$ cat src/sv/kmc_pkg.sv
package kmc_pkg;

  // input word kinds
  localparam logic [2:0] KIND_SAMPLE   = 3'd0;
  localparam logic [2:0] KIND_SCALE    = 3'd1;
  localparam logic [2:0] KIND_START    = 3'd2;
  localparam logic [2:0] KIND_READ_ASG = 3'd3;
  localparam logic [2:0] KIND_READ_CEN = 3'd4;

  // result word kinds
  localparam logic [1:0] RES_STATUS = 2'd0;
  localparam logic [1:0] RES_ASG    = 2'd1;
  localparam logic [1:0] RES_CEN    = 2'd2;

  // configuration register indexes
  localparam logic [1:0] CFG_FEATURES = 2'd0;
  localparam logic [1:0] CFG_CLUSTERS = 2'd1;
  localparam logic [1:0] CFG_ROUNDS   = 2'd2;

  localparam logic [16:0] SCALE_ONE = 17'd65536;

  typedef enum logic [3:0] {
    ST_IDLE,
    ST_QREAD,
    ST_MINMAX,
    ST_INIT,
    ST_ASSIGN,
    ST_ACCUM,
    ST_DIV_ISSUE,
    ST_DIV_WAIT,
    ST_FINISH
  } kmc_state_e;

  typedef struct packed {
    logic valid;
    logic first;
    logic last;
  } kmc_flag_t;

  typedef struct packed {
    logic accum;
    logic clear;
  } kmc_ctrl_t;

endpackage

$ cat src/sv/kmc_cell.sv
module kmc_cell import kmc_pkg::*; #(
  parameter int FEATURE_BITS = 16,
  parameter int MAX_FEATURES = 16,
  parameter int MAX_CLUSTERS = 16,
  parameter int SW = 11,
  parameter int CIDX = 0,
  localparam int FW = (MAX_FEATURES > 1) ? $clog2(MAX_FEATURES) : 1,
  localparam int CW = (MAX_CLUSTERS > 1) ? $clog2(MAX_CLUSTERS) : 1,
  localparam int NKW = $clog2(MAX_CLUSTERS + 1),
  localparam int CENW = FEATURE_BITS + 8,
  localparam int SUMW = FEATURE_BITS + SW,
  localparam int DFW = CENW + 1,
  localparam int DISTW = 2 * DFW + FW
) (
  input  logic                    clk_i,
  input  logic                    rst_ni,
  input  kmc_ctrl_t               ctrl_i,
  input  logic [NKW-1:0]          nk_i,
  input  kmc_flag_t               flag_i,
  input  logic [FEATURE_BITS-1:0] value_i,
  input  logic [FW-1:0]           fidx_i,
  input  logic [CW-1:0]           tag_i,
  input  logic                    best_vld_i,
  input  logic [DISTW-1:0]        best_d_i,
  input  logic [CW-1:0]           best_idx_i,
  output kmc_flag_t               flag_o,
  output logic [FEATURE_BITS-1:0] value_o,
  output logic [FW-1:0]           fidx_o,
  output logic [CW-1:0]           tag_o,
  output logic                    best_vld_o,
  output logic [DISTW-1:0]        best_d_o,
  output logic [CW-1:0]           best_idx_o,
  input  logic                    cw_en_i,
  input  logic [CW-1:0]           cw_cidx_i,
  input  logic [FW-1:0]           cw_fidx_i,
  input  logic [CENW-1:0]         cw_data_i,
  input  logic [FW-1:0]           rd_fidx_i,
  output logic [CENW-1:0]         cen_o,
  output logic [SUMW-1:0]         sum_o,
  output logic [SW-1:0]           size_o
);

  logic [CENW-1:0]         cen_q [MAX_FEATURES];
  logic [SUMW-1:0]         sum_q [MAX_FEATURES];
  logic [SW-1:0]           size_q;
  logic [DISTW-1:0]        acc_q;
  kmc_flag_t               flag_q;
  logic [FEATURE_BITS-1:0] value_q;
  logic [FW-1:0]           fidx_q;
  logic [CW-1:0]           tag_q;
  logic                    best_vld_q;
  logic [DISTW-1:0]        best_d_q;
  logic [CW-1:0]           best_idx_q;

  logic [FW-1:0]           addr;
  logic [CENW-1:0]         cen;
  logic signed [DFW-1:0]   diff;
  logic signed [2*DFW-1:0] sq;
  logic [DISTW-1:0]        dsum;
  logic                    active;
  logic                    take;
  logic                    mine;

  assign addr   = flag_i.valid ? fidx_i : rd_fidx_i;
  assign cen    = cen_q[addr];
  assign diff   = $signed({value_i[FEATURE_BITS-1], value_i, 8'b0})
                - $signed({cen[CENW-1], cen});
  assign sq     = diff * diff;
  assign dsum   = (flag_i.first ? '0 : acc_q) + DISTW'(unsigned'(sq));
  assign active = CIDX < int'(nk_i);
  assign take   = active && (!best_vld_i || dsum < best_d_i);
  assign mine   = tag_i == CW'(CIDX);

  always_ff @(posedge clk_i or negedge rst_ni) begin
    if (!rst_ni) begin
      flag_q     <= '0;
      best_vld_q <= 1'b0;
    end else begin
      flag_q     <= flag_i;
      best_vld_q <= best_vld_i;
      if (flag_i.valid && flag_i.last && !ctrl_i.accum && take) begin
        best_vld_q <= 1'b1;
      end
    end
  end

  always_ff @(posedge clk_i) begin
    value_q    <= value_i;
    fidx_q     <= fidx_i;
    tag_q      <= tag_i;
    best_d_q   <= best_d_i;
    best_idx_q <= best_idx_i;
    if (flag_i.valid && !ctrl_i.accum) begin
      acc_q <= dsum;
      if (flag_i.last && take) begin
        best_d_q   <= dsum;
        best_idx_q <= CW'(CIDX);
      end
    end
    if (cw_en_i && cw_cidx_i == CW'(CIDX)) begin
      cen_q[cw_fidx_i] <= cw_data_i;
    end
    if (ctrl_i.clear) begin
      for (int f = 0; f < MAX_FEATURES; f++) begin
        sum_q[f] <= '0;
      end
      size_q <= '0;
    end else if (ctrl_i.accum && flag_i.valid && mine) begin
      sum_q[fidx_i] <= sum_q[fidx_i] + SUMW'($signed(value_i));
      if (flag_i.first) begin
        size_q <= size_q + 1'b1;
      end
    end
  end

  assign flag_o     = flag_q;
  assign value_o    = value_q;
  assign fidx_o     = fidx_q;
  assign tag_o      = tag_q;
  assign best_vld_o = best_vld_q;
  assign best_d_o   = best_d_q;
  assign best_idx_o = best_idx_q;
  assign cen_o      = cen;
  assign sum_o      = sum_q[addr];
  assign size_o     = size_q;

endmodule

$ cat config.mk
export PLATFORM = sky130hd
export DESIGN_NAME = kmc_cell
export DESIGN_NICKNAME = d
export VERILOG_FILES = /design/src/sv/kmc_pkg.sv /design/src/sv/kmc_cell.sv
export SDC_FILE = /design/constraint.sdc
export NUM_CORES = 2
export LEC_CHECK = 0
export ABC_AREA = 1
export ABC_CLOCK_PERIOD_IN_PS = 15910
export BUFFER_PORTS_ARGS = -buffer_cell sky130_fd_sc_hd__buf_2
export CAP_MARGIN = 20
export CORE_ASPECT_RATIO = 0.7
export CORE_UTILIZATION = 64
export CTS_BUF_LIST = sky130_fd_sc_hd__clkbuf_4 sky130_fd_sc_hd__clkbuf_8 sky130_fd_sc_hd__clkbuf_16
export CTS_CLUSTER_DIAMETER = 60
export DETAILED_ROUTE_END_ITERATION = 10
export PLACE_DENSITY_LB_ADDON = 0.1
export RECOVER_POWER = 50
export SLEW_MARGIN = 30
export SYNTH_ARGS = -nofsm -noshare
export SYNTH_HDL_FRONTEND = slang
export SYNTH_SLANG_ARGS = --single-unit
export TNS_END_PERCENT = 10
$ cat constraint.sdc
create_clock -name clk_i -period 15.91 [get_ports clk_i]
set_input_delay 0.7955 -clock clk_i [delete_from_list [all_inputs] [get_ports clk_i]]
set_output_delay 0.7955 -clock clk_i [all_outputs]
set_load 0.01 [all_outputs]
==> Word-level counts from Yosys, hierarchy flattened <==
Memories as Yosys holds them, arrays and structs flattened.
Index checks and enable logic that the tools add are counted.
{ "totals": {"ff_bits": 151, "ramBits": 816, "input_bits": 132, "out_inout_bits": 148, "elab_cells": 53, "memories": 2} }
{ "memory_table": {"columns": ["memory", "depth", "width", "read_ports", "rd_ports_with_merged_regs", "write_ports", "line_no", "source"], "rows": [
  ["sum_q", 16, 27, 2, 0, 16, "kmc_cell.sv:44", "logic [SUMW-1:0] sum_q [MAX_FEATURES];"],
  ["cen_q", 16, 24, 1, 0, 1, "kmc_cell.sv:43", "logic [CENW-1:0] cen_q [MAX_FEATURES];"]
]} }
{ "op_classes": {"add_sub_neg": 4, "n_mul": 1, "order_cmp": 2, "mux": 17, "n_reduce_logical": 16} }
{ "ops": {"columns": ["op", "n"], "rows": [
  ["$mux W54", 3],
  ["$add A54 B50 Y54", 1],
  ["$lt A54 B54 Y1", 1],
  ["$mul A25 B25 Y50", 1],
  ["$add A27 B27 Y27", 1],
  ["$mux W27", 1],
  ["$reduce_or A27 Y1", 1],
  ["$sub A24 B24 Y25", 1],
  ["$mux W4", 4],
  ["$add A11 B1 Y11 const B", 1],
  ["$logic_and A1 B1 Y1", 9],
  ["$mux W1", 9],
  ["$logic_not A4 Y1", 2],
  ["$lt A1 B5 Y1 const A", 1],
  ["$logic_not A1 Y1", 2],
  ["$reduce_and A2 Y1", 1],
  ["$logic_or A1 B1 Y1", 1]
]} }

==> Depth between registers and ports, before layout <==
An unclocked memory read counts as a cell.
{ "logic_depth": {"word_depth": 11, "ltp_mapped": 77, "depth_no_buf": 71} }

==> Worst setup path before layout <==
OpenSTA, ideal clock, no wires.
{ "synth_timing": {"path_type": "input to register", "startpoint": "in flag_i[2] (netlist name)", "endpoint": "reg best_d_q[49], in the netlist best_d_o[49]", "setup_ns": 0.125, "arrival_ns": 12.980, "t_required_ns": 15.785, "setup_slack_ns": 2.805, "stages": 72, "n_path_buf": 8, "path_cell_list": "buf_6 > inv_4 > nand2_8 > nand2_8 > buf_6 > buf_6 > clkbuf_1 > clkbuf_1 > buf_1 > nor2_1 > o221ai_1 > o211ai_1 > nand2_1 > inv_1 > ha_1 > a21oi_1 > inv_1 > a21oi_1 > [... 36 more ...] > nand2_1 > or3b_2 > nand4_1 > nand2_1 > ha_1 > nand2_1 > nor3_1 > inv_1 > nor4_1 > and3_1 > nand2_1 > nand3_1 > nand2_1 > nand2_1 > inv_2 > clkbuf_1 > nand2_1 > o21ai_0"} }
{ "synth_via": {"elab_chain_len": 11, "elab_cells_between_ends": 12, "classes_between": "add/sub (2); mul (1); order compare (1); mux (3); reduce/logical (4); memory (1)"} }
{ "synth_rtl": {"columns": ["item", "line_no", "source"], "rows": [
  ["from (decl)", "kmc_cell.sv:19", "input kmc_flag_t flag_i,"],
  ["$mux W4 (*)", "kmc_cell.sv:64", "assign addr = flag_i.valid ? fidx_i : rd_fidx_i;"],
  ["$mem_v2 Z16 W24 (*)", null, null],
  ["net cen_o[11]", "kmc_cell.sv:38", "output logic [CENW-1:0] cen_o,"],
  ["$sub A24 B24 Y25 (*)", "kmc_cell.sv:67", "- $signed({cen[CENW-1], cen});"],
  ["$mul A25 B25 Y50 (*)", "kmc_cell.sv:68", "assign sq = diff * diff;"],
  ["$add A54 B50 Y54 (*)", "kmc_cell.sv:69", "assign dsum = (flag_i.first ? '0 : acc_q) + DISTW'(unsigned'(sq));"],
  ["net dsum[49]", "kmc_cell.sv:59", "logic [DISTW-1:0] dsum;"],
  ["$lt A54 B54 Y1", "kmc_cell.sv:71", "assign take = active && (!best_vld_i || dsum < best_d_i);"],
  ["$logic_or A1 B1 Y1", "kmc_cell.sv:71", null],
  ["$logic_and A1 B1 Y1", "kmc_cell.sv:71", null],
  ["$logic_and A1 B1 Y1", "kmc_cell.sv:95", "if (flag_i.last && take) begin"],
  ["$mux W54 (*)", "kmc_cell.sv:95", null],
  ["$mux W54 (*)", "kmc_cell.sv:93", "if (flag_i.valid && !ctrl_i.accum) begin"],
  ["to (signal assigned)", "kmc_cell.sv:91", "best_d_q <= best_d_i;"],
  ["to (signal assigned)", "kmc_cell.sv:96", "best_d_q <= dsum;"],
  ["to (decl)", "kmc_cell.sv:52", "logic [DISTW-1:0] best_d_q;"]
]} }
Mark *: on every way through the listed nets, which the timed path passes. The rest lies on a longest branch.
A chain may end at the register's enable or synchronous reset.

==> Worst setup path after layout <==
{ "layout_timing": {"startpoint": "in fidx_i[2]", "endpoint": "reg best_d_q[40], in the netlist best_d_o[40]"} }
{ "layout_via": {"elab_chain_len": 11} }
{ "layout_rtl": {"columns": ["item", "line_no", "source"], "rows": [
  ["from (decl)", "kmc_cell.sv:21", "input logic [FW-1:0] fidx_i,"],
  ["$mux W4", "kmc_cell.sv:64", null],
  ["$mem_v2 Z16 W24", null, null],
  ["$sub A24 B24 Y25", "kmc_cell.sv:67", null],
  ["$mul A25 B25 Y50", "kmc_cell.sv:68", null],
  ["$add A54 B50 Y54", "kmc_cell.sv:69", null],
  ["net dsum[50]", "kmc_cell.sv:59", null],
  ["$lt A54 B54 Y1", "kmc_cell.sv:71", null],
  ["$logic_or A1 B1 Y1", "kmc_cell.sv:71", null],
  ["$logic_and A1 B1 Y1", "kmc_cell.sv:71", null],
  ["$logic_and A1 B1 Y1", "kmc_cell.sv:95", null],
  ["$mux W54", "kmc_cell.sv:95", null],
  ["$mux W54", "kmc_cell.sv:93", null]
]} }
The timed path passes the listed nets, and every way through them passes these cells.

==> summary.txt <==
io pins - 280
count leader, synth - nor2_1
pre-CTS WS - 0.0888 ns
FILL cells - 8148
Synth area leaders - edfxtp_1 38%, fa_1 18%, nor2_1 7.1%
worst skew pair latency - 0.77 ns
DRC Markers - 0
CTS H-tree lvls - 3
Critical-path top delay cell - fa_1
cell count after synthesis - 7346
share of layout cells above drive strength 1 - 0.0736
routability cong. - 1.05
CTS tree - done
Die W - 396 um
sequential area share after synthesis - 0.404
detailed-route via count - 58000
Max Root-Sink Buffers - 3
Mapped Nets - 8382
global-route wire length before repair - 350 mm
drt initial violations - 9705
Num CTS Buffers - 95
Starting Density - 0.649
Detailed Place HPWL - 162 mm
relative slew slack - -1.50
unrepaired setup endpoints after global routing - no
synthesized area per cell - 9.46 um^2
Synth top area share - 0.376
clk slew on worst S/H paths - 0.07 ns
Crit. End Element - register
top cells by count, synth - 1306 x nor2_1, 1103 x inv_1, 870 x edfxtp_1
synthesis-to-finish area growth - 9.17%
top_reg_cell synth - edfxtp_1
violated checks - max-capacitance violations, max-slew violations
crit path DAT - 15.99 ns
worst hold slack - 0.177 ns
worst setup margin - 0.484 ns
Tightest Pin Transition - 3.74 ns
Yosys reg bits - 967
Vias/cell - 6.40
synth warn - 0
Setup violations, final - 0
pin count of the biggest net entering global routing - 217
Critical Path RT - 16.47 ns
Startpoint Class - primary input
DRT Pass-1 Iters - 10
antenna violations before repair - 19
core area - 107000 um^2
grt ovf - 0
status - finished with violations
WL final - 236 mm
Hold Path Class - in -> reg
postcts setup bufs - 0
Clock Sink Count - 967
clk root buf - clkbuf_16
Rows - 100
fin crit share - 0.970
IO buf count - 279
final hold violation count - 0
vias in the first global route - 56500
Fmax achieved - 0.0648 GHz
clk_skew - 0.114 ns
fin nets - 8574
CP max FO - 90
Min Clock Period, post-route - 15.43 ns
Async S/R FF share, synth - 0.00414
Inst Count DP - 8865
critical path class - in -> reg
MaxCap Viol Count - 16
die area - 110000 um^2
Distinct cells, synth - 61
Die Y - 278 um
largest area contributor in the netlist - edfxtp_1
crit-path max cell delay - 0.55 ns
Slew Viols, Final - 369
EDFF count, synth - 870
Layout Cells excl Fill - 9062
Worst path most repeated cell - nand2_1
cell area after synthesis - 69500 um^2
antenna viol nets, final - 0
Total Routing Usage GR - 0.428
Routed WL per cell - 26.0 um
## cells in the final DEF, fill, tap and decap left out, types with 16 or more instances in the layout
cell type and instances:
dfxtp_1 93, nor2_1 1302, or4_1 26, nand2_1 750, xnor2_1 41, inv_2 29, ha_1 294, o21ai_0 509
buf_4 129, clkbuf_4 21, edfxtp_1 870, xor2_1 83, clkbuf_16 95, nand2_2 20, o211ai_1 96, a31oi_1 25
nand3_1 189, a22oi_1 217, a21oi_1 320, o221ai_1 92, o21a_1 20, nand4_1 28, a21o_1 16, clkbuf_1 169
buf_2 134, clkinv_1 18, o22ai_1 83, inv_1 1103, fa_1 610, clkinv_2 19, nor3_1 32
## registers in the layout (all words and copies together) (netlist names)
name,cells
value_o,16
best_d_o,54
sum_q,432
fidx_o,4
acc_q,54
size_o,11
flag_o,3
cen_q,384
best_idx_o,4
best_vld_o,1
tag_o,4
## worst max-delay path: cells and delay by family
family,cells,cell delay [ns]
fa+ha+maj,11,5.09
simple gates,24,4.02
buf+inv,16,2.84
compound gates,11,2.42
xor+xnor,2,0.72
## final cells by class
class	count	area [um^2]	area share
repair buffers	442	2460	0.0324
clock inverters	60	697	0.00919
well taps	1428	1790	0.0236
inverters	1143	4320	0.0569
multi-input cells	4889	35900	0.473
flip-flops and latches	967	28100	0.370
clock buffers	118	2570	0.0339
diodes	15	37.5	0.000495
## metal layers
layer  up-vias  track usage  wire, um
met5         -      0.00392        98
met4        12        0.144      8890
met3       691        0.169     41000
met1     27700        0.634     93300
met2      4878        0.569     92500
li1      24800            -         -
## per-stage QoR
| step | util | area (um^2) | setup TNS [ns] |
|---|---|---|---|
| 4_1_cts | 0.715 | 76500 | 0 |
| 6_report | 0.709 | 75800 | 0 |
| 5_1_grt | 0.709 | 75800 | 0 |
| 3_3_place_gp | 0.678 | 72500 | -0.0202 |
| 2_1_floorplan | - | 69500 | 0 |
| 3_5_place_dp | 0.684 | 73200 | 0 |
## kinds of logic after synthesis
logic type / synth area share
adder cells (fa/ha/maj): 0.229
buffers and inverters: 0.0830
flip-flops: 0.404
AO/OA/AOI/OAI: 0.124
AND/OR/NAND/NOR: 0.141
XOR/XNOR: 0.0190
## worst paths after layout
kind                              start      endpoint  slack, ns  cells after the start
max in group asynchronous        rst_ni    best_vld_o      15.29                      2
min                            tag_i[1]      tag_o[1]       0.18                      1
min reg2reg                  size_o[10]    size_o[10]       0.47                      1
max                           fidx_i[2]  best_d_o[40]       0.48                     64
min in group asynchronous        rst_ni     flag_o[2]       0.43                      2
max reg2reg                cen_q[8][15]  best_d_o[40]       1.30                     60
## timing repair
| action | 4_1_cts | 5_1_grt |
|---|---|---|
| endpoints found under the setup margin | 0 | 57 |
| endpoints found under the hold margin | 4 | 0 |
| gates resized for setup | 0 | 7 |
| hold buffers | 1 | 0 |
Power is left out: the tool's default activity adds up to more than one toggle a clock period on the data nets, which glitch-free logic cannot reach.
