**src/sv/kmc_div.sv**
```systemverilog
module kmc_div #(
  parameter int NW = 35,
  parameter int DW = 11,
  localparam int CNTW = $clog2(NW + 1)
) (
  input  logic          clk_i,
  input  logic          rst_ni,
  input  logic          start_i,
  input  logic [NW-1:0] num_i,
  input  logic [DW-1:0] den_i,
  output logic          done_o,
  output logic [NW-1:0] quo_o
);

  logic [NW-1:0]   num_q, num_d;
  logic [NW-1:0]   quo_q, quo_d;
  logic [DW:0]     rem_q, rem_d;
  logic [DW-1:0]   den_q;
  logic [CNTW-1:0] cnt_q, cnt_d;
  logic            busy_q, busy_d;
  logic            done_q, done_d;
  logic [DW:0]     rem_sh;
  logic            fits;

  // restoring division, one quotient bit per cycle
  always_comb begin
    rem_sh = {rem_q[DW-1:0], num_q[NW-1]};
    fits   = rem_sh >= {1'b0, den_q};
    num_d  = num_q;
    quo_d  = quo_q;
    rem_d  = rem_q;
    cnt_d  = cnt_q;
    busy_d = busy_q;
    done_d = 1'b0;
    if (start_i) begin
      num_d  = num_i;
      rem_d  = '0;
      cnt_d  = '0;
      busy_d = 1'b1;
    end else if (busy_q) begin
      num_d = {num_q[NW-2:0], 1'b0};
      quo_d = {quo_q[NW-2:0], fits};
      rem_d = fits ? rem_sh - {1'b0, den_q} : rem_sh;
      cnt_d = cnt_q + 1'b1;
      if (int'(cnt_q) == NW - 1) begin
        busy_d = 1'b0;
        done_d = 1'b1;
      end
    end
  end

  always_ff @(posedge clk_i or negedge rst_ni) begin
    if (!rst_ni) begin
      busy_q <= 1'b0;
      done_q <= 1'b0;
      cnt_q  <= '0;
    end else begin
      busy_q <= busy_d;
      done_q <= done_d;
      cnt_q  <= cnt_d;
    end
  end

  always_ff @(posedge clk_i) begin
    num_q <= num_d;
    quo_q <= quo_d;
    rem_q <= rem_d;
    if (start_i) begin
      den_q <= den_i;
    end
  end

  assign done_o = done_q;
  assign quo_o  = quo_q;

endmodule

```
**config.mk**
```make
export PLATFORM = sky130hd
export DESIGN_NAME = kmc_div
export DESIGN_NICKNAME = d
export VERILOG_FILES = /design/src/sv/kmc_div.sv
export SDC_FILE = /design/constraint.sdc
export NUM_CORES = 1
export LEC_CHECK = 0
export ABC_AREA = 1
export BUFFER_PORTS_ARGS = -buffer_cell sky130_fd_sc_hd__buf_2
export CORE_ASPECT_RATIO = 1.4
export CORE_MARGIN = 2
export CORE_UTILIZATION = 59
export DETAILED_ROUTE_END_ITERATION = 6
export HOLD_SLACK_MARGIN = 0.05
export PLACE_DENSITY = 0.81
export SKIP_LAST_GASP = 1
export SLEW_MARGIN = 20
export SYNTH_ARGS = -nofsm -noshare
export SYNTH_HDL_FRONTEND = slang
export SYNTH_SLANG_ARGS = --single-unit
```
**constraint.sdc**
```tcl
create_clock -name clk_i -period 2.85 [get_ports clk_i]
set_clock_uncertainty 0.15 [all_clocks]
set_input_delay 0.57 -clock clk_i [delete_from_list [all_inputs] [get_ports clk_i]]
set_output_delay 0.57 -clock clk_i [all_outputs]
set_load 0.01 [all_outputs]
```
== Word-level counts from Yosys, hierarchy flattened ==
Index checks and enable logic that the tools add are counted.

* Register bits after elaboration: 100
* Latch bits: 0
* RAM bits: 0
* ROM bits: 0
* Output and inout bits: 36
* Memories: 0

* Add/sub/neg operators: 2
* $mul: 0
* Div/mod/pow operators: 0
* $lt $le $gt $ge: 1
* Eq/ne operators: 1
* Shift operators: 0
* Mux-type cells: 11
* Bitwise gates (word level): 1
* Reduce and logical (&&, ||, !) cells: 2

{| class="wikitable"
|+ Operators by type and width
! operator !! count
|-
| $mux 35 || 2
|-
| $ge 12x11->1 || 1
|-
| $mux 6 || 2
|-
| $mux 11 || 1
|-
| $sub 11x11->11 || 1
|-
| $add 6x1->6 const B || 1
|-
| $eq 6x6->1 const B || 1
|-
| $mux 1 || 6
|-
| $reduce_and 2->1 || 1
|-
| $reduce_bool 2->1 || 1
|-
| $not 1->1 || 1
|}

== Logic depth before layout (Yosys ltp) ==
Gate-level depths: netlist of run 1.

* Word-level depth: 4
* Gate-level depth with buffers: 12
* Depth with buffers taken out: 12

== Worst setup path before layout of run 1 ==
Ideal clock, no wire load.

* Path type: input to register
* Start point: input start_i
* End point: register num_q[0] (enable)
* Library setup time: 0.391 ns
* Arrival: 1.663 ns
* Slack: 0.647 ns
* Stages on the path: 3
* Buffers on the path: 1
* Cell sequence: clkbuf_1 nor2_1 inv_1

* Longest elaborated chain between the ends: 1

{| class="wikitable"
|+ RTL lines
! element !! RTL line !! RTL
|-
| from (decl) || 8 || <nowiki>input logic start_i,</nowiki>
|-
| $reduce_bool 2->1 (no line) || -- ||
|-
| to (signal assigned) || 65 || <nowiki>num_q <= num_d;</nowiki>
|-
| to (decl) || 15 || <nowiki>logic [NW-1:0] num_q, num_d;</nowiki>
|}

No other way between the ends.
A chain may end at the register's enable or synchronous reset.

== Final worst setup path of run 1 ==
* Start point: register num_q[34]
* End point: register rem_q[5]

* Longest elaborated chain between the ends: 2

{| class="wikitable"
|+ RTL lines
! element !! RTL line !! RTL
|-
| $sub 11x11->11 / $ge 12x11->1 (equally long branches) || 43, 28 ||
|-
| $mux 11 * || 43 || <nowiki>rem_d = fits ? rem_sh - {1'b0, den_q} : rem_sh;</nowiki>
|-
| to (signal assigned) || 67 || <nowiki>rem_q <= rem_d;</nowiki>
|-
| to (decl) || 17 || <nowiki>logic [DW:0] rem_q, rem_d;</nowiki>
|}

Every way passes the cells marked *; elsewhere a longest branch is shown, timed or not.

==> run_summary.xml, run 1 <==
<?xml version="1.0" encoding="UTF-8"?>
<metrics>
  <group name="outcome">
    <metric name="run_status" unit="">finished clean</metric>
  </group>
  <group name="detailed_routing">
    <metric name="detail_route.wirelength" unit="um">8930</metric>
    <metric name="post_drt_via_cell_ratio" unit="">5.04</metric>
    <metric name="dr_total_vias" unit="">3212</metric>
    <metric name="routedWlPerCell" unit="um">14.0</metric>
    <metric name="drtIter0Drc" unit="">225</metric>
    <metric name="drtPass1Iterations" unit="">5</metric>
    <metric name="post-route-drc-count" unit="">0</metric>
    <metric name="ant_nets" unit="">0</metric>
  </group>
  <group name="final_layout">
    <metric name="drive_gt1_frac" unit="">0.241</metric>
    <metric name="design.final.nets" unit="">598</metric>
    <metric name="mostFrequentLayoutCell" unit="">nand2_1</metric>
    <metric name="fill_cells" unit="">543</metric>
    <metric name="instances_no_fill" unit="">637</metric>
    <metric name="fin_util" unit="">0.704</metric>
    <metric name="highest_count_cells_in_the_layout_ignoring_fill_and_taps" unit="">nand2_1, buf_2, edfxtp_1</metric>
    <metric name="insertedDiodeCount" unit="">0</metric>
    <metric name="layout-area-overhead-vs-synth" unit="%">15.1</metric>
  </group>
  <group name="floorplanning">
    <metric name="fp.dieH" unit="um">108</metric>
    <metric name="floorplan.die_area" unit="sq mm">0.00840</metric>
    <metric name="i_o_pins" unit="">85</metric>
    <metric name="placementRows" unit="">37</metric>
    <metric name="floorplan.initialDensity" unit="">0.611</metric>
    <metric name="core_area" unit="sq mm">0.00741</metric>
    <metric name="die_w" unit="um">78.0</metric>
  </group>
  <group name="setup_path">
    <metric name="timing.critical_path.to_type" unit="">flop</metric>
    <metric name="worst-setup-path-type" unit="">reg2reg</metric>
    <metric name="critical_path_start_type" unit="">flop</metric>
    <metric name="worst_ep_required_time" unit="ns">2.98</metric>
    <metric name="reg2reg_from" unit="">num_q[34]$_DFFE_PP_</metric>
    <metric name="critical_path.reg2reg.endpoint" unit="">rem_q[5]$_SDFFE_PP0P_</metric>
    <metric name="reg2reg_depth" unit="">11</metric>
    <metric name="crit_path_max_fanout" unit="">12</metric>
    <metric name="worst-endpoint-arrival" unit="ns">2.49</metric>
    <metric name="worst-r2r-setup-slack" unit="ns">0.48</metric>
  </group>
  <group name="timing">
    <metric name="period_share" unit="">0.831</metric>
    <metric name="timing.slew.headroom" unit="">0.349</metric>
    <metric name="totalNegativeSetupSlack" unit="ns">0</metric>
    <metric name="final_hold_violating_endpoints" unit="">0</metric>
    <metric name="setup_violations" unit="">0</metric>
    <metric name="setup_slack" unit="ns">0.482</metric>
    <metric name="setup_repair_after_global_routing_missed_its_margin" unit="">no</metric>
    <metric name="final_slew_violations" unit="">0</metric>
    <metric name="period_needed" unit="ns">2.37</metric>
    <metric name="tightest_slew" unit="ns">0.971</metric>
    <metric name="fmax" unit="MHz">422</metric>
  </group>
  <group name="cts">
    <metric name="insertion_delay" unit="ns">0.37</metric>
    <metric name="clock_slew_at_the_register_clock_pins_of_the_worst_setup_and_hold_paths" unit="ns">0.10</metric>
    <metric name="postCtsSetupRepairBufs" unit="">0</metric>
    <metric name="cts-htree-levels" unit="">3</metric>
    <metric name="numCtsBuffers" unit="">9</metric>
    <metric name="sink_count" unit="">100</metric>
    <metric name="count_of_hold_fix_buffers_inserted_at_cts" unit="">1</metric>
    <metric name="cts_tree" unit="">built</metric>
    <metric name="ctsResizeCount" unit="">0</metric>
    <metric name="root_buffer" unit="">clkbuf_8</metric>
    <metric name="clk_path_buf_depth" unit="">2</metric>
  </group>
  <group name="placement">
    <metric name="detailed_place_hpwl" unit="um">6670</metric>
    <metric name="final_weighted_congestion_of_routability_driven_global_placement" unit="">0.943</metric>
    <metric name="pre_cts_slack" unit="ns">0.465</metric>
    <metric name="io_buffers" unit="">84</metric>
    <metric name="placedCellCount" unit="">620</metric>
  </group>
  <group name="synth">
    <metric name="mappedNetlistArea" unit="sq mm">0.00453</metric>
    <metric name="seq_area_frac_synth" unit="">0.630</metric>
    <metric name="synth_compound_area_frac" unit="">0.0146</metric>
    <metric name="synthesis.area_per_instance" unit="sq um">10.1</metric>
    <metric name="post_synth_xor_area_fraction" unit="">0.00580</metric>
    <metric name="synthDistinctLibCells" unit="">30</metric>
    <metric name="synth_cells" unit="">450</metric>
    <metric name="synth_mux_area_frac" unit="">0</metric>
    <metric name="yosysWarnings" unit="">0</metric>
    <metric name="synth_top_family_by_area" unit="">simple AND/OR/NAND/NOR gates</metric>
    <metric name="synthAdderAreaFrac" unit="">0.0404</metric>
    <metric name="post_synth_and_or_nand_nor_area_fraction" unit="">0.246</metric>
    <metric name="synth-seq-cells" unit="">100</metric>
    <metric name="postSynthNetCount" unit="">513</metric>
  </group>
  <group name="global_route">
    <metric name="global_route.overflow_total" unit="">0</metric>
    <metric name="antenna_found_initial" unit="">0</metric>
    <metric name="grt_pass1_vias" unit="">3161</metric>
    <metric name="grt_start_max_net_pins" unit="">47</metric>
    <metric name="grt_pass1_wl" unit="um">14800</metric>
    <metric name="grt_use_total" unit="">0.230</metric>
  </group>
  <group name="power_and_ir_drop">
    <metric name="p_per_area" unit="mW/mm^2">709</metric>
    <metric name="worst_ir_drop_vdd" unit="V">0.000455</metric>
    <metric name="total_leakage_power" unit="nW">2.51</metric>
  </group>
  <group name="flow_run">
    <metric name="maxCapViolations" unit="">0</metric>
  </group>
  <group name="min_path">
    <metric name="timing.hold.worst.class" unit="">in2reg</metric>
    <metric name="timing.hold.worst.start" unit="">den_i[9]</metric>
    <metric name="timing.hold.worst_path_depth" unit="">1</metric>
    <metric name="end_point_of_the_worst_hold_path" unit="">den_q[9]$_DFFE_PP_</metric>
  </group>
</metrics>
[logic make-up (layout without fill, tap and decap cells)]
logic type | after synthesis | after routing
adders and majority gates | 14 | 14
buffers and inverters | 68 | 158
AOI/OAI and AO/OA | 12 | 12
DFF | 100 | 100
xor gates and xnor gates | 3 | 3
and+or+nand+nor | 253 | 253
[worst max-delay path by stage]
| stage | cells past startpoint | from | endpoint |
|---|---|---|---|
| after floorplan | 3 | start_i | num_q[0]$_SDFFCE_PN0P_ |
| after global placement | 4 | start_i | num_q[28]$_DFFE_PP_ |
| after detailed placement | 4 | start_i | num_q[27]$_DFFE_PP_ |
| after CTS | 11 | num_q[34]$_DFFE_PP_ | rem_q[5]$_SDFFE_PP0P_ |
| after global routing | 11 | num_q[34]$_DFFE_PP_ | rem_q[5]$_SDFFE_PP0P_ |
| final | 11 | num_q[34]$_DFFE_PP_ | rem_q[5]$_SDFFE_PP0P_ |
[flip-flops by register name, summed over array words and instances (netlist names)]
| register | flops |
|---|---|
| den_q | 11 |
| num_q | 35 |
| quo_o | 35 |
| cnt_q | 6 |
| busy_q | 1 |
| rem_q | 11 |
| done_o | 1 |
[through the flow]
step,area (sq um),total power [mW],hold WS (ns)
4_1_cts,5210,3.72,0.209
5_1_grt,5210,3.93,0.210
2_1_floorplan,4530,2.65,0.124
3_3_place_gp,5020,2.86,0.264
6_report,5210,3.70,0.225
3_5_place_dp,5020,2.89,0.269
[final cells by class]
class	count	area [sq um]	area share
multi-input combinational	282	1400	0.268
clock inverter	7	62.6	0.0120
timing repair buffer	88	453	0.0869
sequential	100	2850	0.547
inverter	54	203	0.0389
tap	97	121	0.0233
clock buffer	9	124	0.0238
[synth_stat cells]
library cell	number	area share
a21oi_2	1	0.0019
nand2_1	172	0.14
xor2_1	1	0.0019
buf_6	1	0.0025
a21oi_1	7	0.0077
buf_1	2	0.0017
nor3_1	1	0.0011
xnor2_1	2	0.0039
buf_2	2	0.0022
nand4_1	16	0.022
clkbuf_1	7	0.0058
dfxtp_1	11	0.049
and2_4	1	0.0019
nand3_2	6	0.013
or2_1	1	0.0014
nand4_2	1	0.0028
fa_1	1	0.0044
nand2_2	12	0.017
nor2_2	3	0.0041
o31ai_1	1	0.0017
inv_1	52	0.043
edfxtp_1	81	0.54
dfrtp_1	8	0.044
buf_12	1	0.0044
nand3_1	25	0.028
ha_1	13	0.036
inv_2	2	0.0017
o21ai_0	3	0.0033
nor2_1	15	0.012
buf_4	1	0.0017
[routing by layer]
layer | up-vias | routed length (um) | GRT usage | share of wire
li1 | 1639 | - | - | -
met1 | 1457 | 3560 | 0.279 | 0.40
met2 | 102 | 4750 | 0.400 | 0.53
met3 | 14 | 434 | 0.0411 | 0.049
met4 | 0 | 184 | 0.100 | 0.021
met5 | - | 0 | 0 | 0
[worst max-delay path, cell delays in order, from the launching register on]
cell and delay (ns):
edfxtp_1 0.34, inv_1 0.05, ha_1 0.22, fa_1 0.41, inv_1 0.09, nand3_1 0.08, nand3_2 0.13, nand2_2 0.17
nand4_2 0.33, nand3_1 0.14, nand3_1 0.11, nand2_1 0.05
[power breakdown]
part | internal [mW] | leakage (nW) | switching, mW
clock | 0.332 | 0.0943 | 0.502
combinational | 0.373 | 1.38 | 0.636
sequential | 1.75 | 1.03 | 0.103
(Power assumes the default switching activity.)
==> run 2: changes to the inputs <==
- CORE_UTILIZATION: 59 -> 55
- PLACE_DENSITY: 0.81 -> 0.76
- clock period: 2.85 -> 2.2 ns (I/O delays scaled with it)
==> run_summary.xml, run 2 (synthesized netlist as in run 1, its figures left out) <==
<?xml version="1.0" encoding="UTF-8"?>
<metrics>
  <group name="timing">
    <metric name="totalNegativeSetupSlack" unit="ns">0</metric>
    <metric name="setup_slack" unit="ns">0.0938</metric>
    <metric name="tightest_slew" unit="ns">0.401</metric>
    <metric name="setup_repair_after_global_routing_missed_its_margin" unit="">no</metric>
    <metric name="hold_slack" unit="ns">0.125</metric>
    <metric name="period_needed" unit="ns">2.11</metric>
    <metric name="setup_violations" unit="">0</metric>
    <metric name="timing.slew.headroom" unit="">0.733</metric>
    <metric name="final_slew_violations" unit="">0</metric>
    <metric name="final_hold_violating_endpoints" unit="">0</metric>
    <metric name="fmax" unit="MHz">475</metric>
    <metric name="period_share" unit="">0.957</metric>
  </group>
  <group name="final_layout">
    <metric name="fin_util" unit="">0.675</metric>
    <metric name="insertedDiodeCount" unit="">0</metric>
    <metric name="final_area" unit="sq mm">0.00547</metric>
    <metric name="highest_count_cells_in_the_layout_ignoring_fill_and_taps" unit="">nand2_1, buf_2, edfxtp_1</metric>
    <metric name="drive_gt1_frac" unit="">0.249</metric>
    <metric name="instances_no_fill" unit="">649</metric>
    <metric name="design.final.nets" unit="">605</metric>
    <metric name="layout-area-overhead-vs-synth" unit="%">20.8</metric>
    <metric name="mostFrequentLayoutCell" unit="">nand2_1</metric>
  </group>
  <group name="global_route">
    <metric name="grt_start_max_net_pins" unit="">48</metric>
    <metric name="global_route.overflow_total" unit="">0</metric>
    <metric name="antenna_found_initial" unit="">0</metric>
    <metric name="grt_pass1_vias" unit="">3216</metric>
    <metric name="grt_pass1_wl" unit="um">15000</metric>
    <metric name="grt_use_total" unit="">0.220</metric>
  </group>
  <group name="power_and_ir_drop">
    <metric name="p_per_area" unit="mW/mm^2">1020</metric>
    <metric name="total_leakage_power" unit="nW">2.63</metric>
    <metric name="power" unit="mW">5.60</metric>
    <metric name="worst_ir_drop_vdd" unit="V">0.000692</metric>
  </group>
  <group name="floorplanning">
    <metric name="core_area" unit="sq mm">0.00810</metric>
    <metric name="floorplan.die_area" unit="sq mm">0.00898</metric>
    <metric name="die_w" unit="um">80.7</metric>
    <metric name="placementRows" unit="">39</metric>
    <metric name="fp.dieH" unit="um">111</metric>
    <metric name="floorplan.initialDensity" unit="">0.559</metric>
    <metric name="i_o_pins" unit="">85</metric>
  </group>
  <group name="setup_path">
    <metric name="crit_start" unit="">num_q[34]$_DFFE_PP_</metric>
    <metric name="crit_chain" unit="">inv_1 -&gt; ha_1 -&gt; fa_1 -&gt; inv_1 -&gt; nand3_1 -&gt; nand3_2 -&gt; nand2_2 -&gt; nand4_2 -&gt; buf_12 -&gt; nand2_2 -&gt; nand3_1 -&gt; nand2_1</metric>
    <metric name="worst-endpoint-arrival" unit="ns">2.19</metric>
    <metric name="critical_path.reg2reg.endpoint" unit="">rem_q[3]$_SDFFE_PP0P_</metric>
    <metric name="worst-setup-path-type" unit="">reg2reg</metric>
    <metric name="cp_num_cells" unit="">12</metric>
    <metric name="worst-r2r-setup-slack" unit="ns">0.09</metric>
    <metric name="reg2reg_depth" unit="">12</metric>
    <metric name="cp_top_family" unit="">adder cells</metric>
    <metric name="cp_num_buf_inv" unit="">3</metric>
    <metric name="critical_path_start_type" unit="">flop</metric>
    <metric name="crit_path_max_incr_delay" unit="ns">0.40</metric>
    <metric name="reg2reg_from" unit="">num_q[34]$_DFFE_PP_</metric>
    <metric name="worst_path_max_delay_cell" unit="">fa_1</metric>
    <metric name="worst_ep_required_time" unit="ns">2.29</metric>
    <metric name="crit_path_max_fanout" unit="">12</metric>
    <metric name="timing.critical_path.to" unit="">rem_q[3]$_SDFFE_PP0P_</metric>
    <metric name="timing.critical_path.to_type" unit="">flop</metric>
  </group>
  <group name="placement">
    <metric name="final_weighted_congestion_of_routability_driven_global_placement" unit="">0.939</metric>
    <metric name="placedCellCount" unit="">631</metric>
    <metric name="pre_cts_slack" unit="ns">0.145</metric>
    <metric name="io_buffers" unit="">84</metric>
    <metric name="postPlaceCellArea" unit="sq mm">0.00510</metric>
    <metric name="detailed_place_hpwl" unit="um">6450</metric>
  </group>
  <group name="detailed_routing">
    <metric name="routedWlPerCell" unit="um">14.2</metric>
    <metric name="dr_total_vias" unit="">3358</metric>
    <metric name="post_drt_via_cell_ratio" unit="">5.17</metric>
    <metric name="ant_nets" unit="">0</metric>
    <metric name="drtPass1Iterations" unit="">6</metric>
    <metric name="detail_route.wirelength" unit="um">9220</metric>
    <metric name="drtIter0Drc" unit="">266</metric>
    <metric name="post-route-drc-count" unit="">0</metric>
  </group>
  <group name="cts">
    <metric name="clock_slew_at_the_register_clock_pins_of_the_worst_setup_and_hold_paths" unit="ns">0.07</metric>
    <metric name="insertion_delay" unit="ns">0.34</metric>
    <metric name="cts-htree-levels" unit="">3</metric>
    <metric name="numCtsBuffers" unit="">9</metric>
    <metric name="sink_count" unit="">100</metric>
    <metric name="root_buffer" unit="">clkbuf_16</metric>
    <metric name="clk_path_buf_depth" unit="">2</metric>
    <metric name="cts_tree" unit="">built</metric>
  </group>
  <group name="outcome">
    <metric name="run_status" unit="">finished clean</metric>
  </group>
  <group name="min_path">
    <metric name="timing.hold.worst_path_depth" unit="">1</metric>
    <metric name="timing.hold.worst.class" unit="">in2reg</metric>
  </group>
  <group name="flow_run">
    <metric name="maxCapViolations" unit="">0</metric>
  </group>
</metrics>
-- run 2: cell types whose count changed in the layout (fill, tap and decap cells not counted), moves of 2 or more --
cell,before,now
clkbuf_8,9,0
clkbuf_16,0,9
buf_4,3,7
bufinv_16,0,3
clkinv_2,2,0
buf_12,0,3
-- run 2: cell type report --
| cell class | instances | area (sq um) |
|---|---|---|
| Tap cell | 102 | 128 |
| Clock buffer | 10 | 229 |
| Clock inverter | 6 | 118 |
| Timing Repair Buffer | 95 | 543 |
| Fill cell | 663 | 2630 |
| Multi-Input combinational cell | 282 | 1400 |
| Inverter | 54 | 203 |
| Sequential cell | 100 | 2850 |
-- run 2: timing repair --
item	4_1_cts	5_1_grt
hold endpoints to repair	8	0
buffers inserted	0	1
resized for setup	0	0
hold buffers	1	0
endpoints found under the setup margin	0	2
-- run 2: worst min-delay path by stage --
stage | startpoint | endpoint | slack, ns
3_3_place_gp | rst_ni | cnt_q[4]$_DFFE_PN0P_ | 0.14
4_1_cts | den_i[2] | den_q[2]$_DFFE_PP_ | 0.11
6_report | den_i[3] | den_q[3]$_DFFE_PP_ | 0.12
3_5_place_dp | rst_ni | cnt_q[3]$_DFFE_PN0P_ | 0.14
5_1_grt | den_i[3] | den_q[3]$_DFFE_PP_ | 0.11
2_1_floorplan | rst_ni | busy_q$_DFF_PN0_ | -0.006
-- run 2: power breakdown --
group | internal (mW) | switching, mW | total, mW
sequential | 2.27 | 0.131 | 2.40
clock | 1.12 | 0.685 | 1.81
combinational | 0.539 | 0.853 | 1.39
total | 3.93 | 1.67 | 5.60
-- run 2: layer usage --
metal	vias to the layer above	wire, um	global-route usage
li1	1653	-	-
met1	1561	3700	0.265
met3	19	516	0.0575
met5	-	0	0
met2	125	4760	0.367
met4	0	244	0.0983
==> run 3: changes to the inputs <==
- CORE_UTILIZATION: 55 -> 50
- PLACE_DENSITY: 0.76 -> 0.7
==> run_summary.xml, run 3 (synthesized netlist as in run 1, its figures left out) <==
<?xml version="1.0" encoding="UTF-8"?>
<metrics>
  <group name="floorplanning">
    <metric name="i_o_pins" unit="">85</metric>
    <metric name="fp.dieH" unit="um">117</metric>
    <metric name="floorplan.die_area" unit="sq mm">0.00984</metric>
    <metric name="die_w" unit="um">84.4</metric>
    <metric name="core_area" unit="sq mm">0.00893</metric>
    <metric name="placementRows" unit="">41</metric>
    <metric name="floorplan.initialDensity" unit="">0.507</metric>
  </group>
  <group name="setup_path">
    <metric name="worst-r2r-setup-slack" unit="ns">0.17</metric>
    <metric name="worst_ep_required_time" unit="ns">2.29</metric>
    <metric name="worst-setup-path-type" unit="">reg2reg</metric>
    <metric name="critical_path.reg2reg.endpoint" unit="">rem_q[2]$_SDFFE_PP0P_</metric>
    <metric name="reg2reg_from" unit="">num_q[34]$_DFFE_PP_</metric>
    <metric name="crit_path_max_fanout" unit="">6</metric>
    <metric name="reg2reg_depth" unit="">12</metric>
    <metric name="timing.critical_path.to_type" unit="">flop</metric>
    <metric name="critical_path_start_type" unit="">flop</metric>
    <metric name="worst-endpoint-arrival" unit="ns">2.12</metric>
  </group>
  <group name="final_layout">
    <metric name="insertedDiodeCount" unit="">0</metric>
    <metric name="mostFrequentLayoutCell" unit="">nand2_1</metric>
    <metric name="highest_count_cells_in_the_layout_ignoring_fill_and_taps" unit="">nand2_1, buf_2, edfxtp_1</metric>
    <metric name="layout-area-overhead-vs-synth" unit="%">20.2</metric>
    <metric name="design.final.nets" unit="">606</metric>
    <metric name="drive_gt1_frac" unit="">0.252</metric>
    <metric name="fin_util" unit="">0.610</metric>
    <metric name="final_area" unit="sq mm">0.00544</metric>
  </group>
  <group name="power_and_ir_drop">
    <metric name="pwr-share-clk" unit="">0.298</metric>
    <metric name="total_leakage_power" unit="nW">2.61</metric>
    <metric name="pwr-share-comb" unit="">0.258</metric>
    <metric name="intPower" unit="mW">3.71</metric>
    <metric name="switching_share" unit="">0.308</metric>
    <metric name="worst_ir_drop_vdd" unit="V">0.000860</metric>
    <metric name="p_sw" unit="mW">1.65</metric>
    <metric name="power.sequential.fraction" unit="">0.444</metric>
    <metric name="p_per_area" unit="mW/mm^2">985</metric>
  </group>
  <group name="timing">
    <metric name="period_share" unit="">0.925</metric>
    <metric name="fmax" unit="MHz">492</metric>
    <metric name="setup_violations" unit="">0</metric>
    <metric name="timing.slew.headroom" unit="">0.754</metric>
    <metric name="final_hold_violating_endpoints" unit="">0</metric>
    <metric name="setup_repair_after_global_routing_missed_its_margin" unit="">no</metric>
    <metric name="period_needed" unit="ns">2.03</metric>
    <metric name="totalNegativeSetupSlack" unit="ns">0</metric>
    <metric name="final_slew_violations" unit="">0</metric>
    <metric name="tightest_slew" unit="ns">0.370</metric>
  </group>
  <group name="detailed_routing">
    <metric name="post_drt_via_cell_ratio" unit="">5.11</metric>
    <metric name="ant_nets" unit="">0</metric>
    <metric name="drtIter0Drc" unit="">163</metric>
    <metric name="detail_route.wirelength" unit="um">9050</metric>
    <metric name="post-route-drc-count" unit="">0</metric>
    <metric name="routedWlPerCell" unit="um">13.8</metric>
    <metric name="drtPass1Iterations" unit="">5</metric>
    <metric name="dr_total_vias" unit="">3347</metric>
  </group>
  <group name="placement">
    <metric name="io_buffers" unit="">84</metric>
    <metric name="final_weighted_congestion_of_routability_driven_global_placement" unit="">0.901</metric>
    <metric name="postPlaceCellArea" unit="sq mm">0.00513</metric>
    <metric name="detailed_place_hpwl" unit="um">6430</metric>
  </group>
  <group name="outcome">
    <metric name="run_status" unit="">finished clean</metric>
  </group>
  <group name="min_path">
    <metric name="end_point_of_the_worst_hold_path" unit="">den_q[9]$_DFFE_PP_</metric>
    <metric name="timing.hold.worst.class" unit="">in2reg</metric>
    <metric name="timing.hold.worst_path_depth" unit="">1</metric>
    <metric name="timing.hold.worst.start" unit="">den_i[9]</metric>
  </group>
  <group name="cts">
    <metric name="cts-htree-levels" unit="">3</metric>
    <metric name="root_buffer" unit="">clkbuf_16</metric>
    <metric name="postCtsSetupRepairBufs" unit="">0</metric>
    <metric name="clk_path_buf_depth" unit="">2</metric>
    <metric name="sink_count" unit="">100</metric>
    <metric name="clock_slew_at_the_register_clock_pins_of_the_worst_setup_and_hold_paths" unit="ns">0.07</metric>
    <metric name="insertion_delay" unit="ns">0.35</metric>
    <metric name="cts_tree" unit="">built</metric>
    <metric name="numCtsBuffers" unit="">9</metric>
  </group>
  <group name="flow_run">
    <metric name="maxCapViolations" unit="">0</metric>
  </group>
  <group name="global_route">
    <metric name="grt_pass1_wl" unit="um">15000</metric>
    <metric name="global_route.overflow_total" unit="">0</metric>
    <metric name="grt_pass1_vias" unit="">3316</metric>
    <metric name="grt_use_total" unit="">0.194</metric>
    <metric name="grt_start_max_net_pins" unit="">35</metric>
    <metric name="antenna_found_initial" unit="">0</metric>
  </group>
</metrics>
run 3: final cells by class:
type | instances | area, sq um
Fill cell | 801 | 3480
Sequential cell | 100 | 2850
Multi-Input combinational cell | 282 | 1400
Timing Repair Buffer | 96 | 554
Clock buffer | 9 | 225
Inverter | 54 | 203
Tap cell | 107 | 134
Clock inverter | 7 | 73.8
run 3: layer usage:
layer / GRT usage / share of wire / vias to the layer above
met3: 0.0572 / 0.050 / 23
met2: 0.339 / 0.51 / 85
met5: 0 / 0 / -
met4: 0.0825 / 0.025 / 0
met1: 0.222 / 0.42 / 1583
li1: - / - / 1656
run 3: repair_timing:
action / CTS / global route
hold endpoints to repair: 8 / 0
hold buffers: 1 / 0
resized for setup: 0 / 2
setup endpoints to repair: 0 / 5
run 3: power groups by stage:
stage	Combinational [mW]	Sequential (mW)	Clock (mW)
after floorplan	1.02	2.42	0
after global placement	1.33	2.41	0
after detailed placement	1.37	2.42	0
after CTS	1.38	2.38	1.63
after global routing	1.57	2.40	1.70
final	1.38	2.38	1.60
run 3: through the flow:
stage / power, mW / hold WS [ns] / std cells / worst slack, ns
finish: 5.36 / 0.115 / 655 / 0.166
global route: 5.67 / 0.102 / 655 / 0.0419
CTS: 5.39 / 0.106 / 655 / 0.0916
detailed placement: 3.79 / 0.141 / 638 / 0.110
global placement: 3.74 / 0.139 / 638 / 0.181
floorplan: 3.43 / -0.00559 / 450 / 0.127
run 3: critical path, stage by stage, from the launching register on:
cell and delay [ns]:
edfxtp_1 0.32, inv_1 0.05, ha_1 0.22, fa_2 0.36, inv_1 0.08, nand3_1 0.09
nand3_2 0.12, nand2_2 0.07, nand4_2 0.11, buf_6 0.16, nand2_2 0.04, nand3_1 0.08
nand2_1 0.06
run 3: worst max-delay path by stage:
stage	endpoint	start	slack [ns]	depth (start not counted)
finish	rem_q[2]$_SDFFE_PP0P_	num_q[34]$_DFFE_PP_	0.17	12
global route	rem_q[2]$_SDFFE_PP0P_	num_q[34]$_DFFE_PP_	0.04	12
CTS	rem_q[2]$_SDFFE_PP0P_	num_q[34]$_DFFE_PP_	0.09	12
detailed placement	rem_q[2]$_SDFFE_PP0P_	num_q[34]$_DFFE_PP_	0.11	12
global placement	rem_q[4]$_SDFFE_PP0P_	num_q[34]$_DFFE_PP_	0.18	12
floorplan	num_q[0]$_SDFFCE_PN0P_	start_i	0.13	3
